--- src/rtl/gfbl_pkg.sv ---
// ----------------------------------------------------------------------------
// gfbl_pkg
// Shared constants, codes and control types of the grouped free block list.
// ----------------------------------------------------------------------------
package gfbl_pkg;

    localparam int GROUP_SIZE  = 16;
    localparam int BLOCK_COUNT = 1024;

    localparam int ID_W    = 10;
    localparam int OP_W    = 2;
    localparam int GRP_W   = $clog2(GROUP_SIZE);
    localparam int CNT_W   = $clog2(GROUP_SIZE + 1);
    localparam int SLOT_W  = $clog2(BLOCK_COUNT);
    localparam int SPILL_AW = SLOT_W + GRP_W;

    localparam int IN_TDATA_W  = 16;
    localparam int OUT_TDATA_W = 16;

    localparam logic [OP_W-1:0] OP_FREE  = 2'd0;
    localparam logic [OP_W-1:0] OP_ALLOC = 2'd1;
    localparam logic [OP_W-1:0] OP_CLEAR = 2'd2;

    typedef logic [ID_W-1:0]  t_id;
    typedef logic [CNT_W-1:0] t_cnt;

    typedef struct packed {
        logic push;
        logic pop;
        logic clear;
        logic reload_start;
        logic spill_wr;
        logic spill_done;
        logic rl_rd;
        logic rl_wr;
        logic rl_done;
        logic out_load;
        logic out_fail;
        logic out_grant;
        t_cnt step;
    } t_cmd;

    typedef struct packed {
        logic full;
        logic last;
        logic top_zero;
    } t_stat;

endpackage

--- src/rtl/gfbl_ctrl.sv ---
// ----------------------------------------------------------------------------
// gfbl_ctrl
// Sequencer: handshakes, operation decode, spill and reload sweeps.
// ----------------------------------------------------------------------------
module gfbl_ctrl
    import gfbl_pkg::*;
(
    input  logic            i_clk,
    input  logic            i_rst_n,
    input  logic            i_s_tvalid,
    output logic            o_s_tready,
    input  logic [OP_W-1:0] i_op,
    output logic            o_m_tvalid,
    input  logic            i_m_tready,
    input  t_stat           i_stat,
    output t_cmd            o_cmd
);

    localparam logic [1:0] ST_IDLE   = 2'd0;
    localparam logic [1:0] ST_SPILL  = 2'd1;
    localparam logic [1:0] ST_RELOAD = 2'd2;

    localparam t_cnt STEP_LAST = t_cnt'(GROUP_SIZE - 1);
    localparam t_cnt STEP_END  = t_cnt'(GROUP_SIZE);

    logic [1:0] r_state, n_state;
    t_cnt       r_step, n_step;
    logic       r_out_valid, n_out_valid;
    logic       w_acc;

    assign o_s_tready = (r_state == ST_IDLE) && (!r_out_valid || i_m_tready);
    assign w_acc      = i_s_tvalid && o_s_tready;
    assign o_m_tvalid = r_out_valid;

    always_comb begin
        n_state     = r_state;
        n_step      = r_step;
        n_out_valid = r_out_valid;
        o_cmd       = '0;
        o_cmd.step  = r_step;

        if (w_acc) begin
            n_out_valid = 1'b1;
        end else if (i_m_tready) begin
            n_out_valid = 1'b0;
        end

        unique case (r_state)
            ST_IDLE: begin
                if (w_acc) begin
                    o_cmd.out_load = 1'b1;
                    n_step = '0;
                    unique case (i_op)
                        OP_FREE: begin
                            if (i_stat.full) begin
                                n_state = ST_SPILL;
                            end else begin
                                o_cmd.push = 1'b1;
                            end
                        end
                        OP_ALLOC: begin
                            if (i_stat.top_zero) begin
                                o_cmd.out_fail = 1'b1;
                            end else begin
                                o_cmd.out_grant = 1'b1;
                                if (i_stat.last) begin
                                    o_cmd.reload_start = 1'b1;
                                    n_state = ST_RELOAD;
                                end else begin
                                    o_cmd.pop = 1'b1;
                                end
                            end
                        end
                        OP_CLEAR: begin
                            o_cmd.clear = 1'b1;
                        end
                        default: begin
                        end
                    endcase
                end
            end
            ST_SPILL: begin
                o_cmd.spill_wr = 1'b1;
                n_step = r_step + t_cnt'(1);
                if (r_step == STEP_LAST) begin
                    o_cmd.spill_done = 1'b1;
                    n_state = ST_IDLE;
                end
            end
            ST_RELOAD: begin
                o_cmd.rl_rd = (r_step != STEP_END);
                o_cmd.rl_wr = (r_step != '0);
                n_step = r_step + t_cnt'(1);
                if (r_step == STEP_END) begin
                    o_cmd.rl_done = 1'b1;
                    n_state = ST_IDLE;
                end
            end
            default: begin
                n_state = ST_IDLE;
            end
        endcase
    end

    always_ff @(posedge i_clk) begin
        if (!i_rst_n) begin
            r_state     <= ST_IDLE;
            r_step      <= '0;
            r_out_valid <= 1'b0;
        end else begin
            r_state     <= n_state;
            r_step      <= n_step;
            r_out_valid <= n_out_valid;
        end
    end

endmodule

--- config.mk ---
export PLATFORM = sky130hd
export DESIGN_NAME = gfbl_ctrl
export DESIGN_NICKNAME = d
export VERILOG_FILES = /design/src/rtl/gfbl_pkg.sv /design/src/rtl/gfbl_ctrl.sv
export SDC_FILE = /design/constraint.sdc
export NUM_CORES = 1
export LEC_CHECK = 0
export BUFFER_PORTS_ARGS = -buffer_cell sky130_fd_sc_hd__buf_4
export CORE_MARGIN = 2
export CORE_UTILIZATION = 48
export CTS_BUF_LIST = sky130_fd_sc_hd__clkbuf_2 sky130_fd_sc_hd__clkbuf_4 sky130_fd_sc_hd__clkbuf_8
export CTS_CLUSTER_DIAMETER = 150
export DETAILED_ROUTE_END_ITERATION = 16
export GPL_ROUTABILITY_DRIVEN = 0
export PLACE_DENSITY = 0.86
export SLEW_MARGIN = 20
export SYNTH_ARGS = -nofsm -noshare
export SYNTH_HDL_FRONTEND = slang
export SYNTH_SLANG_ARGS = --single-unit
--- constraint.sdc ---
create_clock -name i_clk -period 1.66 [get_ports i_clk]
set_input_delay 0.166 -clock i_clk [delete_from_list [all_inputs] [get_ports i_clk]]
set_output_delay 0.166 -clock i_clk [all_outputs]
set_load 0.02 [all_outputs]
==> metrics.csv <==
metric,value,unit
status,finished clean,
Worst VDD drop,0.481,mV
Synth Register Bits,8,
Worst Setup SP,r_step[1],
largest net degree at the start of global routing,8,
"Net Count, Synth",88,
Critical Path AT,1.45,ns
Clock Latency Late Sink,0.26,ns
clk_skew,0.000301,ns
"commonest non-fill, non-tap cell in the layout",buf_4,
"slowest stage delay, CP",0.36,ns
Unique masters post-synth,31,
reg2reg setup slack,0.14,ns
Tightest Pin Transition,0.242,ns
Yosys Warn Count,0,
placed cell area,900,um^2
MaxCap Viol Count,0,
Slew Limit Fails,0,
critical path's top delay family,simple AND/OR/NAND/NOR gates,
Crit Reg-Reg Startpoint,r_step[1],
Clock Tree Root,clkbuf_4,
starting density of the core,50.8,%
Tcrit/Tclk final,97.5,%
initial antenna violation count,0,
Slew HR,83.8,%
leading area contributor after synthesis,dfxtp_1,
I/O Buffers,27,
CP Class,reg2out,
Mapped Cells,72,
core area,1280,um^2
FMAX,0.618,GHz
Residual DRC,0,
"FFs w/ async S/R, synth",0,%
die height,40.9,um
vias,660,
Routed wire per std cell,13.5,um
most frequent cells in the layout,"buf_4 (29), inv_1 (6), nand3_1 (6), dfxtp_1 (6)",
P per Cell Area,673,nW/um^2
Overall Power,659,uW
clock sink count,8,
GRT Util Overall,22.4,%
num ports,28,
first-pass GRT wire length,2.44,mm
Area growth syn-to-layout,49.8,%
sequential share of the synthesized area,24.5,%
Die W,40.9,um
Area contributors post-synth,"dfxtp_1 (25%), ha_1 (13%), nand3_1 (4.6%)",
ANT nets after route,0,
"Reg clk slew, reported paths",0.05,ns
Final setup viols,0,
worst path required time,1.49,ns
minimum clock period,1.62,ns
row cnt,13,
crit path launch type,flip-flop,
detailed placement HPWL,1.25,mm
post-synthesis average cell area,9.07,um^2
crit-path cells,ha_2 -> and3_2 -> ha_4 -> and2_4 -> buf_6,
vias in the first global route,610,
CTS tree,yes,
HP Start,i_rst_n,
Routed WL,1.62,mm
Mapped Area,653,um^2
unrepaired setup endpoints after global routing,yes,
Setup crit end kind,primary output,
slowest CP cell,dfxtp_4,
number of DRC markers in iteration 0,20,
Critical path buffers and inverters,1,
Leak Pwr,0.434,nW
total CTS buffers,3,
DIE AREA,1670,um^2
grt ovf,0,
crit path max fanout,5,
diode count,0,
"EDFF count, synth",0,
clk buf depth,2,
# H-tree levels,1,
ys flop type,dfxtp_1,
Util after Layout,76.1,%
Nets,123,
via/cell ratio,5.50,
fillers,101,
post-synth top area share,24.5,%
Hold/Removal Path Class,in2reg,
share of layout cells above drive strength 1,51.4,%
hold_ws,0.203,ns
"Hold-fix buffers, CTS",0,
Final Hold Fails,0,
DRT Pass-1 Iters,4,
Post-Layout Inst Area,978,um^2
registers in the layout, summed over array words and instances, names as in the netlist:
signal,cells
o_m_tvalid,1
r_state,2
r_step,5
synth_stat cells (2+ instances only):
cell type	instances
inv_1	8
nand2_1	4
and2_1	3
nand2b_1	2
nor3b_1	2
ha_1	7
dfxtp_1	8
a32oi_1	2
nand3_1	6
nor4_1	2
nor2_1	2
mux2i_1	2
a21oi_1	3
nor2b_1	3
and3_2	2
tightest hold or removal path, stage by stage:
cell,delay (ns)
buf_4,0.13
nand2_1,0.06
mux2i_1,0.06
per-stage QoR:
stage / setup slack (ns) / std cells / TNS, ns
after floorplan: -0.00661 / 72 / -0.00661
after global placement: 0.138 / 116 / 0
after detailed placement: 0.0221 / 116 / 0
after CTS: 0.00893 / 120 / 0
after global routing: -0.0140 / 120 / -0.0140
final: 0.0416 / 120 / 0
layer usage:
metal / vias up / GRT usage, % / wire [um]
li1: 331 / - / -
met1: 307 / 22.6 / 640
met2: 20 / 42.2 / 876
met3: 2 / 2.72 / 89
met4: 0 / 14.2 / 12
met5: - / 0 / 0
timing repair:
action                     in CTS  in global routing
resized for setup               6                  8
setup buffers                   1                  0
setup endpoints to repair       6                  5
area by class of cell:
cell class	count	area [um^2]	share of cell area (%)
Timing Repair Buffer	30	229	23.4
Multi-Input combinational cell	56	513	52.4
Inverter	8	30.0	3.07
Sequential cell	8	165	16.9
Clock buffer	3	22.5	2.30
Tap cell	15	18.8	1.92
report_power, final:
part	total (mW)	internal, mW	switching (mW)
Combinational	0.296	0.138	0.158
Sequential	0.211	0.202	0.00894
Clock	0.152	0.0829	0.0688
Total	0.659	0.423	0.236
cell families after synthesis:
family | count (synthesis) | synth area share [%]
flip-flops | 8 | 24.5
buffers and inverters | 8 | 4.60
adder cells (fa/ha/maj) | 7 | 13.4
AO/OA/AOI/OAI | 13 | 18.8
AND/OR/NAND/NOR | 34 | 35.6
multiplexers | 2 | 3.07
worst paths after layout:
path	to	cells after the start
setup / recovery	o_cmd[11]	5
hold / removal	r_state[0]	3
setup reg to reg	r_state[1]	7
hold reg to reg	r_state[0]	2
Power figures use the tool's default switching activity.
